File: src/ipv4rhf_pkg.sv
package ipv4rhf_pkg;

  // verdict codes carried in out_tuser
  typedef enum logic [3:0] {
    VERDICT_ICMP        = 4'd0,
    VERDICT_UDP         = 4'd1,
    VERDICT_TCP         = 4'd2,
    VERDICT_UNKNOWN     = 4'd3,
    VERDICT_SHORT       = 4'd4,
    VERDICT_VERSION     = 4'd5,
    VERDICT_HDR_LEN     = 4'd6,
    VERDICT_CHECKSUM    = 4'd7,
    VERDICT_TOTAL_LEN   = 4'd8,
    VERDICT_ADDRESS     = 4'd9
  } verdict_t;

  // header constants
  localparam logic [15:0] HDR_MIN        = 16'd20;
  localparam logic [31:0] BROADCAST_ADDR = 32'hFFFF_FFFF;
  localparam logic [15:0] SUM_GOOD       = 16'hFFFF;
  localparam logic [15:0] COUNT_MAX      = 16'hFFFF;
  localparam logic [3:0]  IP_VERSION     = 4'd4;

  // protocol numbers
  localparam logic [7:0] PROTOCOL_ICMP = 8'd1;
  localparam logic [7:0] PROTOCOL_TCP  = 8'd6;
  localparam logic [7:0] PROTOCOL_UDP  = 8'd17;

  // byte positions inside the header
  localparam logic [15:0] IDX_VER_IHL  = 16'd0;
  localparam logic [15:0] IDX_TLEN_HI  = 16'd2;
  localparam logic [15:0] IDX_TLEN_LO  = 16'd3;
  localparam logic [15:0] IDX_PROTO    = 16'd9;
  localparam logic [15:0] IDX_SRC_LO   = 16'd12;
  localparam logic [15:0] IDX_SRC_HI   = 16'd15;
  localparam logic [15:0] IDX_DST_LO   = 16'd16;
  localparam logic [15:0] IDX_DST_HI   = 16'd19;

  // snapshot of a finished packet handed to the verdict stage
  typedef struct packed {
    logic [15:0] pkt_len;
    logic [7:0]  ver_ihl;
    logic [15:0] total_len;
    logic [7:0]  protocol;
    logic [31:0] src_addr;
    logic [31:0] dst_addr;
    logic [15:0] hdr_sum;
  } hdr_snap_t;

endpackage

File: src/ipv4rhf_parser.sv
module ipv4rhf_parser (
  input  logic                   clk,
  input  logic                   rst_n,
  input  logic                   byte_valid,
  output logic                   byte_ready,
  input  logic [7:0]             pkt_byte,
  input  logic                   pkt_last,
  output logic                   snap_valid,
  input  logic                   snap_ready,
  output ipv4rhf_pkg::hdr_snap_t snap
);

  logic [15:0] count_r, count_nxt;
  logic [7:0]  ver_ihl_r, ver_ihl_nxt;
  logic [15:0] tlen_r, tlen_nxt;
  logic [7:0]  proto_r, proto_nxt;
  logic [31:0] src_r, src_nxt;
  logic [31:0] dst_r, dst_nxt;
  logic [15:0] sum_r, sum_nxt;
  logic [7:0]  hold_r, hold_nxt;
  logic        snap_valid_r, snap_valid_nxt;
  ipv4rhf_pkg::hdr_snap_t snap_r, snap_nxt;

  logic        accept;
  logic [15:0] hbytes;
  logic [16:0] word_sum;

  // a byte can enter unless a finished snapshot is stuck
  assign byte_ready = !snap_valid_r || snap_ready;
  assign accept     = byte_valid && byte_ready;

  // header field capture and ones' complement accumulation
  always_comb begin
    ver_ihl_nxt = (count_r == ipv4rhf_pkg::IDX_VER_IHL) ? pkt_byte : ver_ihl_r;
    hbytes      = {10'd0, ver_ihl_nxt[3:0], 2'b00};
    tlen_nxt    = tlen_r;
    proto_nxt   = proto_r;
    src_nxt     = src_r;
    dst_nxt     = dst_r;
    sum_nxt     = sum_r;
    hold_nxt    = hold_r;
    word_sum    = {1'b0, sum_r} + {1'b0, hold_r, pkt_byte};

    if (count_r < hbytes) begin
      if (count_r[0]) begin
        sum_nxt = word_sum[15:0] + {15'd0, word_sum[16]};
      end else begin
        hold_nxt = pkt_byte;
      end
    end

    if (count_r == ipv4rhf_pkg::IDX_TLEN_HI || count_r == ipv4rhf_pkg::IDX_TLEN_LO) begin
      tlen_nxt = {tlen_r[7:0], pkt_byte};
    end else if (count_r == ipv4rhf_pkg::IDX_PROTO) begin
      proto_nxt = pkt_byte;
    end else if (count_r >= ipv4rhf_pkg::IDX_SRC_LO && count_r <= ipv4rhf_pkg::IDX_SRC_HI) begin
      src_nxt = {src_r[23:0], pkt_byte};
    end else if (count_r >= ipv4rhf_pkg::IDX_DST_LO && count_r <= ipv4rhf_pkg::IDX_DST_HI) begin
      dst_nxt = {dst_r[23:0], pkt_byte};
    end

    // saturating byte counter
    count_nxt = (count_r < ipv4rhf_pkg::COUNT_MAX) ? count_r + 16'd1 : count_r;

    snap_nxt.pkt_len   = count_nxt;
    snap_nxt.ver_ihl   = ver_ihl_nxt;
    snap_nxt.total_len = tlen_nxt;
    snap_nxt.protocol  = proto_nxt;
    snap_nxt.src_addr  = src_nxt;
    snap_nxt.dst_addr  = dst_nxt;
    snap_nxt.hdr_sum   = sum_nxt;

    // handoff slot to the verdict stage
    if (accept && pkt_last) begin
      snap_valid_nxt = 1'b1;
    end else if (snap_ready) begin
      snap_valid_nxt = 1'b0;
    end else begin
      snap_valid_nxt = snap_valid_r;
    end
  end

  // per-packet state, cleared after the last byte
  always_ff @(posedge clk) begin
    if (!rst_n) begin
      count_r   <= '0;
      ver_ihl_r <= '0;
      tlen_r    <= '0;
      proto_r   <= '0;
      src_r     <= '0;
      dst_r     <= '0;
      sum_r     <= '0;
      hold_r    <= '0;
    end else if (accept) begin
      if (pkt_last) begin
        count_r   <= '0;
        ver_ihl_r <= '0;
        tlen_r    <= '0;
        proto_r   <= '0;
        src_r     <= '0;
        dst_r     <= '0;
        sum_r     <= '0;
        hold_r    <= '0;
      end else begin
        count_r   <= count_nxt;
        ver_ihl_r <= ver_ihl_nxt;
        tlen_r    <= tlen_nxt;
        proto_r   <= proto_nxt;
        src_r     <= src_nxt;
        dst_r     <= dst_nxt;
        sum_r     <= sum_nxt;
        hold_r    <= hold_nxt;
      end
    end
  end

  // snapshot register
  always_ff @(posedge clk) begin
    if (!rst_n) begin
      snap_valid_r <= 1'b0;
    end else begin
      snap_valid_r <= snap_valid_nxt;
    end
  end

  always_ff @(posedge clk) begin
    if (accept && pkt_last) begin
      snap_r <= snap_nxt;
    end
  end

  assign snap_valid = snap_valid_r;
  assign snap       = snap_r;

endmodule

File: src/ipv4rhf_verdict.sv
module ipv4rhf_verdict (
  input  logic                   clk,
  input  logic                   rst_n,
  input  logic [31:0]            local_addr,
  input  logic                   snap_valid,
  output logic                   snap_ready,
  input  ipv4rhf_pkg::hdr_snap_t snap,
  output logic                   res_valid,
  input  logic                   res_ready,
  output ipv4rhf_pkg::verdict_t  res_verdict,
  output logic [31:0]            res_src,
  output logic [31:0]            res_dst,
  output logic [5:0]             res_hdr_bytes,
  output logic [15:0]            res_payload_len
);

  logic                  valid_r, valid_nxt;
  ipv4rhf_pkg::verdict_t verdict_r, verdict_nxt;
  logic [31:0]           src_r, dst_r;
  logic [5:0]            hbytes_r, hbytes_nxt;
  logic [15:0]           payload_r, payload_nxt;
  logic [15:0]           hbytes_w;
  logic                  load;

  assign snap_ready = !valid_r || res_ready;
  assign load       = snap_valid && snap_ready;

  // checks in priority order, then protocol routing
  always_comb begin
    hbytes_nxt  = {snap.ver_ihl[3:0], 2'b00};
    hbytes_w    = {10'd0, hbytes_nxt};
    payload_nxt = snap.total_len - hbytes_w;

    priority if (snap.pkt_len < ipv4rhf_pkg::HDR_MIN) begin
      verdict_nxt = ipv4rhf_pkg::VERDICT_SHORT;
    end else if (snap.ver_ihl[7:4] != ipv4rhf_pkg::IP_VERSION) begin
      verdict_nxt = ipv4rhf_pkg::VERDICT_VERSION;
    end else if (hbytes_w < ipv4rhf_pkg::HDR_MIN || hbytes_w > snap.pkt_len) begin
      verdict_nxt = ipv4rhf_pkg::VERDICT_HDR_LEN;
    end else if (snap.hdr_sum != ipv4rhf_pkg::SUM_GOOD) begin
      verdict_nxt = ipv4rhf_pkg::VERDICT_CHECKSUM;
    end else if (snap.total_len > snap.pkt_len) begin
      verdict_nxt = ipv4rhf_pkg::VERDICT_TOTAL_LEN;
    end else if (snap.dst_addr != local_addr && snap.dst_addr != ipv4rhf_pkg::BROADCAST_ADDR) begin
      verdict_nxt = ipv4rhf_pkg::VERDICT_ADDRESS;
    end else if (snap.protocol == ipv4rhf_pkg::PROTOCOL_ICMP) begin
      verdict_nxt = ipv4rhf_pkg::VERDICT_ICMP;
    end else if (snap.protocol == ipv4rhf_pkg::PROTOCOL_UDP) begin
      verdict_nxt = ipv4rhf_pkg::VERDICT_UDP;
    end else if (snap.protocol == ipv4rhf_pkg::PROTOCOL_TCP) begin
      verdict_nxt = ipv4rhf_pkg::VERDICT_TCP;
    end else begin
      verdict_nxt = ipv4rhf_pkg::VERDICT_UNKNOWN;
    end

    if (load) begin
      valid_nxt = 1'b1;
    end else if (res_ready) begin
      valid_nxt = 1'b0;
    end else begin
      valid_nxt = valid_r;
    end
  end

  // result register
  always_ff @(posedge clk) begin
    if (!rst_n) begin
      valid_r <= 1'b0;
    end else begin
      valid_r <= valid_nxt;
    end
  end

  always_ff @(posedge clk) begin
    if (load) begin
      verdict_r <= verdict_nxt;
      src_r     <= snap.src_addr;
      dst_r     <= snap.dst_addr;
      hbytes_r  <= hbytes_nxt;
      payload_r <= payload_nxt;
    end
  end

  assign res_valid       = valid_r;
  assign res_verdict     = verdict_r;
  assign res_src         = src_r;
  assign res_dst         = dst_r;
  assign res_hdr_bytes   = hbytes_r;
  assign res_payload_len = payload_r;

endmodule

File: src/ipv4_receive_header_filter.sv
// IPv4 receive header filter. Takes a packet one byte per input transaction
// (tlast on the final byte) and returns one result transaction per packet:
// the verdict in out_tuser (route to icmp/udp/tcp, unknown protocol, or the
// first failed check among short, version, header length, checksum, total
// length and destination address) plus source and destination address,
// header size and payload length in out_tdata. One byte is accepted every
// clock while in_tready is high; the header checksum is folded one 16-bit
// word per two bytes as the bytes stream in. The edge that accepts the last
// byte loads the packet snapshot register; once the output register is free,
// the check logic moves it into the output register. in_tready only drops
// while a finished snapshot and an unaccepted result are both waiting.
// The local address is written through the cfg channel, which is always
// ready; write it while no packet is in flight.
module ipv4_receive_header_filter (
  input  logic        clk,
  input  logic        rst_n,
  // configuration write: local address, first header byte most significant
  input  logic        cfg_valid,
  output logic        cfg_ready,
  input  logic [31:0] cfg_data,
  // packet byte stream
  input  logic        in_tvalid,
  output logic        in_tready,
  input  logic [7:0]  in_tdata,   // [7:0] packet_byte
  input  logic        in_tlast,   // end_of_packet
  // result stream
  output logic        out_tvalid,
  input  logic        out_tready,
  output logic [87:0] out_tdata,  // [31:0] source_ip, [63:32] dest_ip,
                                  // [69:64] header_bytes, [85:70] payload_length
  output logic [3:0]  out_tuser   // [3:0] verdict
);

  logic [31:0]            local_addr_r;
  logic                   snap_valid;
  logic                   snap_ready;
  ipv4rhf_pkg::hdr_snap_t snap;
  ipv4rhf_pkg::verdict_t  res_verdict;
  logic [31:0]            res_src;
  logic [31:0]            res_dst;
  logic [5:0]             res_hdr_bytes;
  logic [15:0]            res_payload_len;

  // local address register
  assign cfg_ready = 1'b1;

  always_ff @(posedge clk) begin
    if (!rst_n) begin
      local_addr_r <= '0;
    end else if (cfg_valid && cfg_ready) begin
      local_addr_r <= cfg_data;
    end
  end

  ipv4rhf_parser u_parser (
    .clk        (clk),
    .rst_n      (rst_n),
    .byte_valid (in_tvalid),
    .byte_ready (in_tready),
    .pkt_byte   (in_tdata),
    .pkt_last   (in_tlast),
    .snap_valid (snap_valid),
    .snap_ready (snap_ready),
    .snap       (snap)
  );

  ipv4rhf_verdict u_verdict (
    .clk             (clk),
    .rst_n           (rst_n),
    .local_addr      (local_addr_r),
    .snap_valid      (snap_valid),
    .snap_ready      (snap_ready),
    .snap            (snap),
    .res_valid       (out_tvalid),
    .res_ready       (out_tready),
    .res_verdict     (res_verdict),
    .res_src         (res_src),
    .res_dst         (res_dst),
    .res_hdr_bytes   (res_hdr_bytes),
    .res_payload_len (res_payload_len)
  );

  // pack result fields
  assign out_tuser = res_verdict;
  assign out_tdata = {2'b00, res_payload_len, res_hdr_bytes, res_dst, res_src};

endmodule

File: config.mk
export PLATFORM = sky130hd
export DESIGN_NAME = ipv4_receive_header_filter
export DESIGN_NICKNAME = d
export VERILOG_FILES = /design/src/ipv4rhf_pkg.sv /design/src/ipv4rhf_parser.sv /design/src/ipv4rhf_verdict.sv /design/src/ipv4_receive_header_filter.sv
export SDC_FILE = /design/constraint.sdc
export NUM_CORES = 1
export LEC_CHECK = 0
export BUFFER_PORTS_ARGS = -buffer_cell sky130_fd_sc_hd__buf_4
export CAP_MARGIN = 20
export CELL_PAD_IN_SITES_DETAIL_PLACEMENT = 0
export CELL_PAD_IN_SITES_GLOBAL_PLACEMENT = 1
export CORE_ASPECT_RATIO = 1.75
export CORE_MARGIN = 2
export CORE_UTILIZATION = 50
export CTS_CLUSTER_DIAMETER = 200
export DETAILED_ROUTE_END_ITERATION = 10
export PLACE_DENSITY_LB_ADDON = 0.2
export SYNTH_ARGS = -nofsm -noshare
export SYNTH_HDL_FRONTEND = slang
export SYNTH_SLANG_ARGS = --single-unit
File: constraint.sdc
create_clock -name clk -period 10.7 [get_ports clk]
set_input_delay 0.535 -clock clk [delete_from_list [all_inputs] [get_ports clk]]
set_output_delay 0.535 -clock clk [all_outputs]
set_load 0.03 [all_outputs]
== Yosys cells after proc, flatten, opt, wreduce, memory -nomap -nowiden ==
Cells that the tools add are included.

* Bits in registers: 386
* Input bits: 46
* Output and inout port bits: 95
* Logic and storage cells: 105

* Add/subtract/negate cells: 4
* Magnitude comparators: 10
* Eq/ne operators: 11
* Mux-type cells: 36
* Reduce and logical (&&, ||, !) cells: 19

{| class="wikitable"
|+ Operator list
! kind !! number
|-
| 2-to-1 mux 32 bit || 9
|-
| 2-to-1 mux 16 bit || 7
|-
| 2-to-1 mux 8 bit || 8
|-
| equality test 16 x 2 -> 1 bit, second input constant || 2
|-
| != test 32 bit || 1
|-
| != test 32 bit, second input constant || 1
|-
| adder 16 x 16 -> 17 bit || 1
|-
| adder 16 x 1 -> 16 bit || 1
|-
| adder 16 x 1 -> 16 bit, second input constant || 1
|-
| equality test 16 x 4 -> 1 bit, second input constant || 1
|-
| >= comparator 16 x 4 -> 1 bit, second input constant || 1
|-
| >= comparator 16 x 5 -> 1 bit, second input constant || 1
|-
| greater-than comparator 16 bit || 1
|-
| greater-than comparator 6 x 16 -> 1 bit || 1
|-
| less-or-equal comparator 16 x 4 -> 1 bit, second input constant || 1
|-
| less-or-equal comparator 16 x 5 -> 1 bit, second input constant || 1
|-
| zero test 16 bit || 1
|-
| < comparator 16 bit, second input constant || 1
|-
| < comparator 16 x 5 -> 1 bit, second input constant || 1
|-
| < comparator 16 x 6 -> 1 bit || 1
|-
| 2-to-1 mux 4 bit || 4
|-
| != test 16 bit, second input constant || 1
|-
| subtractor 16 x 6 -> 16 bit || 1
|-
| equality test 8 x 1 -> 1 bit, second input constant || 1
|-
| other kinds (14) || 31
|}

== Longest topological paths before layout ==
* Word-level depth: 9
* Gate-level depth with buffers: 17
* Gate-level depth less buffers: 17

== Cells and area by module ==
Synthesis repeated with hierarchy kept, for this count alone.

* Cell total of the unflattened synthesis: 1417
* Area, all modules: 17300.3 sq um

{| class="wikitable"
|+ By module, submodules not included
! module !! instances !! cells each !! area an instance (sq um)
|-
| ipv4rhf_parser || 1 || 1018 || 11866.4
|-
| ipv4rhf_verdict || 1 || 291 || 4160.2
|-
| ipv4_receive_header_filter || 1 || 108 || 1273.7
|}

== Least setup slack after synthesis ==
OpenSTA, ideal clock, no wires.

* Path kind: input-to-reg
* Start: input port out_tready
* End: register u_verdict.dst_r[0] (netlist: u_verdict.res_dst[0]), enable pin
* Arrival time: 4.505 ns
* Data required time: 10.154 ns
* Setup slack: 5.649 ns
* Cell stages on the path: 2
* Path buffers: 0
* Cells stage by stage: nor2b_1 > nor2b_1

* Word-level cells in the longest chain between the ends: 2

{| class="wikitable"
|+ RTL lines
! item !! line !! text
|-
| from (decl) || ipv4_receive_header_filter.sv:28 || <nowiki>input logic out_tready,</nowiki>
|-
| logical OR 1 bit || ipv4rhf_verdict.sv:25 || <nowiki>assign snap_ready = !valid_r || res_ready;</nowiki>
|-
| logical AND 1 bit || ipv4rhf_verdict.sv:26 || <nowiki>assign load = snap_valid && snap_ready;</nowiki>
|-
| net u_verdict.load || ipv4rhf_verdict.sv:23 || <nowiki>logic load;</nowiki>
|-
| to (signal assigned) || ipv4rhf_verdict.sv:78 || <nowiki>dst_r <= snap.dst_addr;</nowiki>
|-
| to (decl) || ipv4rhf_verdict.sv:19 || <nowiki>logic [31:0] src_r, dst_r;</nowiki>
|}

The timed path passes the listed nets, and every way through them passes these cells.
A chain may end at the register's enable or synchronous reset.

== Final worst setup path ==
* Start: register u_parser.count_r[0]
* End: register u_parser.sum_r[15]

* Word-level cells in the longest chain between the ends: 5
* Elaborated cells between the ends (all ways): 6

{| class="wikitable"
|+ RTL lines
! item !! line !! text
|-
| from (decl) || ipv4rhf_parser.sv:13 || <nowiki>logic [15:0] count_r, count_nxt;</nowiki>
|-
| from (signal assigned) || ipv4rhf_parser.sv:105 || <nowiki>count_r <= count_nxt;</nowiki>
|-
| zero test 16 bit || ipv4rhf_parser.sv:34 || <nowiki>ver_ihl_nxt = (count_r == ipv4rhf_pkg::IDX_VER_IHL) ? pkt_byte : ver_ihl_r;</nowiki>
|-
| 2-to-1 mux 8 bit || ipv4rhf_parser.sv:34 ||
|-
| < comparator 16 x 6 -> 1 bit || ipv4rhf_parser.sv:44 || <nowiki>if (count_r < hbytes) begin</nowiki>
|-
| 2-to-1 mux 16 bit (*) || ipv4rhf_parser.sv:44 ||
|-
| 2-to-1 mux 16 bit (*) || ipv4rhf_parser.sv:95 || <nowiki>if (pkt_last) begin</nowiki>
|-
| to (signal assigned) || ipv4rhf_parser.sv:111 || <nowiki>sum_r <= sum_nxt;</nowiki>
|-
| to (decl) || ipv4rhf_parser.sv:19 || <nowiki>logic [15:0] sum_r, sum_nxt;</nowiki>
|}

Mark *: on every way between the ends. The rest lies on a longest branch, timed or not.

==> impl_metrics.yaml <==
pwr:
  cellLeakagePower_nw: 7.44
  p_clk_share_pct: 41.0
  vdd_ir_drop_max_mv: 0.110
  swShare_pct: 23.0
  combPwrFrac_pct: 7.0
  power_density_mw_per_mm2: 158
  p_switching_w: 0.000722
  pwr-share-seq_pct: 52.0
  p_int_w: 0.00241
yosys:
  synth_xor_area_share_pct: 3.82
  synthMuxAreaShare_pct: 8.38
  synthSimpleGateAreaFrac_pct: 13.2
  syn_avg_cell_area_um2: 12.2
  synth.most_common_cell: "edfxtp_1"
  synth_top_family_by_area: "simple AND/OR/NAND/NOR gates"
  synth_compound_area_share_pct: 10.8
  yosysWarnings: 0
  yosys.area.top_type_share_pct: 37.7
  synthCells: 1404
  synth_ff_type: "edfxtp_1"
  synth_area_mm2: 0.0172
  ys_seq_area_share_pct: 57.5
  synth_edf_count: 216
  synth.distinct_cells: 67
  ys_async_sr_fraction_pct: 0
  yosys_register_bits: 386
  synth_top_area_cell: "edfxtp_1"
  synth_common_cells: "edfxtp_1 (216), dfxtp_1 (170), nor2b_1 (159)"
  post_synth_main_area_contributors: "edfxtp_1 (38%), dfxtp_1 (20%), mux2_2 (6.2%), nor2b_1 (5.8%), a22oi_1 (4.8%)"
  synth_fa_ha_area_share_pct: 3.80
finish:
  final_nets: 1622
  antennaDiodeCount: 0
  final_cells: 2009
  area_delta_synth_final_pct: 15.4
  drive_gt1_share_pct: 20.2
  final_area_mm2: 0.0198
timing:
  rsz0062_at_grt: "no"
  layout_worst_path_cycle_share_pct: 39.4
  period_needed_ns: 4.22
  timing.fmax_mhz: 237
  clock_skew_ns: 0.0157
  tightest_slew_ns: 1.08
  hold_viol: 0
  finalWorstSetupSlack_ns: 6.48
  fin_hold_ws_ns: 0.261
  finalMaxSlewViolations: 0
  max-slew-margin-rel_pct: 27.5
  finalSetupViolations: 0
  finalSetupTns_ns: 0
critical_path:
  crit_path_max_incr_delay_ns: 0.57
  crit_arrival_ns: 4.70
  cp_max_fo: 18
  crit_type: "reg -> reg"
  crit_required_ns: 11.18
  cp_common_cell: "ha_1"
  startpoint_type: "register"
  worstSetupEndpointType: "register"
  cp_cell_sequence: "inv_1 > ha_1 > nand3_1 > nor2_1 > mux2i_1 > ha_1 > a211o_1 > o31a_1 > or4_1 > a32o_1 > o311a_1 > nand2_1"
  crit_slowest_cell: "nor2_1"
clock_tree:
  htreeDepth: 2
  clock_path_buffers: 3
  cts_resized: 0
  cts.clk_slew.worst_paths_ns: 0.06
  cts_tree: "done"
  clk_latency_ns: 0.54
  cts_num_sinks: 386
  ctsRootBufferMaster: "clkbuf_16"
  post_cts_buffers: 0
  cts_buffers: 37
  hold_buffers: 0
global_routing:
  grt_pass1_vias: 11200
  grt_pass1_wl_mm: 61.5
  grt_overflow_total: 0
  grt_util_all_layers_pct: 22.2
  grt_max_degree: 97
  antenna_found_initial: 0
outcome:
  status: "finished clean"
placed_design:
  pre_cts_slack_ns: 6.18
  place_hpwl_mm: 27.3
  placed_cell_area_mm2: 0.0186
  place_inst: 1940
  numPortBuffers: 135
  globalplace.congestion: 0.914
routing:
  drt_pre_antenna_iters: 5
  vias_per_cell: 5.61
  drc: 0
  vias: 11300
  drt_iter0_markers: 706
  wire_per_inst_um: 19.9
  drt.antenna.violating_nets: 0
  totalWireLength_mm: 39.9
die:
  die_w_um: 144
  dieArea_mm2: 0.0359
  std_cell_rows: 89
  start_util_pct: 50.8
  core-area_mm2: 0.0339
  io-pin-count: 141
  fp.dieH_um: 249
hold_path:
  hp-class: "in -> reg"
flow_run:
  cap_violations: 0
kinds of logic (layout without fill, tap and decap cells):
| kind of cell | count (synthesis) | after routing |
|---|---|---|
| AO/OA/AOI/OAI | 257 | 257 |
| AND/OR/NAND/NOR | 395 | 395 |
| flip-flops | 386 | 386 |
| multiplexers | 132 | 132 |
| adder cells (fa/ha/maj) | 51 | 51 |
| other | 2 | 5 |
| XOR/XNOR | 75 | 75 |
| buffers and inverters | 106 | 253 |
routing by layer:
metal	wire length [um]	vias up	share of wire [%]	track usage [%]
li1	-	5434	-	-
met1	15800	5463	39	25.9
met2	20800	273	52	39.5
met3	1560	99	3.9	3.25
met4	1870	0	4.7	10.4
met5	0	-	0	0
power by group through the flow:
| stage | clock network [W] | logic (W) | registers [W] |
|---|---|---|---|
| after floorplan | 0 | 0.000127 | 0.00168 |
| after global placement | 0 | 0.000218 | 0.00166 |
| after detailed placement | 0 | 0.000219 | 0.00166 |
| after CTS | 0.00131 | 0.000220 | 0.00163 |
| after global routing | 0.00137 | 0.000237 | 0.00163 |
| final | 0.00129 | 0.000218 | 0.00163 |
area by class of cell:
class	instances	area (um^2)
clock buffers	52	1060
clock inverters	16	129
fillers	2881	14000
inverters	36	138
multi-input cells	915	6930
flip-flops and latches	386	9890
well taps	455	569
repair buffers	149	1120
cell usage in the layout (no fill, tap or decap), types with 20 or more instances in the layout:
master	synthesis	final
nor2b_1	159	158
xor2_1	20	20
mux2i_1	37	37
nand4_1	33	33
nor2_1	40	38
inv_1	36	35
nand2_1	39	38
clkbuf_16	0	38
a22oi_1	111	111
buf_4	5	149
xnor2_1	55	55
mux2_2	95	95
dfxtp_1	170	170
o21ai_0	30	30
ha_1	49	49
a21oi_1	23	23
and2_1	20	20
edfxtp_1	216	216
flip-flops by register name, summed over array words and instances (netlist names):
name / count
local_addr_r: 32
u_parser.count_r: 16
u_parser.dst_r: 32
u_parser.hold_r: 8
u_parser.proto_r: 8
u_parser.snap: 128
u_parser.snap_valid: 1
u_parser.src_r: 32
u_parser.sum_r: 16
u_parser.tlen_r: 16
u_parser.ver_ihl_r: 8
u_verdict.res_dst: 32
u_verdict.res_hdr_bytes: 4
u_verdict.res_payload_len: 16
u_verdict.res_src: 32
u_verdict.res_valid: 1
u_verdict.res_verdict: 4
worst paths after layout:
check,to,start,cells past startpoint,slack (ns)
worst min register to register,u_verdict.res_src[23],u_parser.snap[71],0,0.42
worst max register to register,u_parser.sum_r[15],u_parser.count_r[0],12,6.48
worst max-delay path,u_parser.sum_r[15],u_parser.count_r[0],12,6.48
worst min-delay path,local_addr_r[29],cfg_data[29],3,0.26
through the flow:
stage	total power [W]	util [%]
6_report	0.00313	58.6
5_1_grt	0.00324	58.6
4_1_cts	0.00316	58.6
3_5_place_dp	0.00188	55.1
3_3_place_gp	0.00188	55.1
2_1_floorplan	0.00180	-
critical path: cells and delay by family, from the launching register on:
| kind | cells | cell delay (ns) |
|---|---|---|
| buffers and inverters | 1 | 0.30 |
| adder cells (fa/ha/maj) | 2 | 0.47 |
| flip-flops | 1 | 0.56 |
| AND/OR/NAND/NOR | 4 | 1.29 |
| AO/OA/AOI/OAI | 4 | 1.17 |
| multiplexers | 1 | 0.36 |
Note: power is estimated with default switching activity, not from simulation.
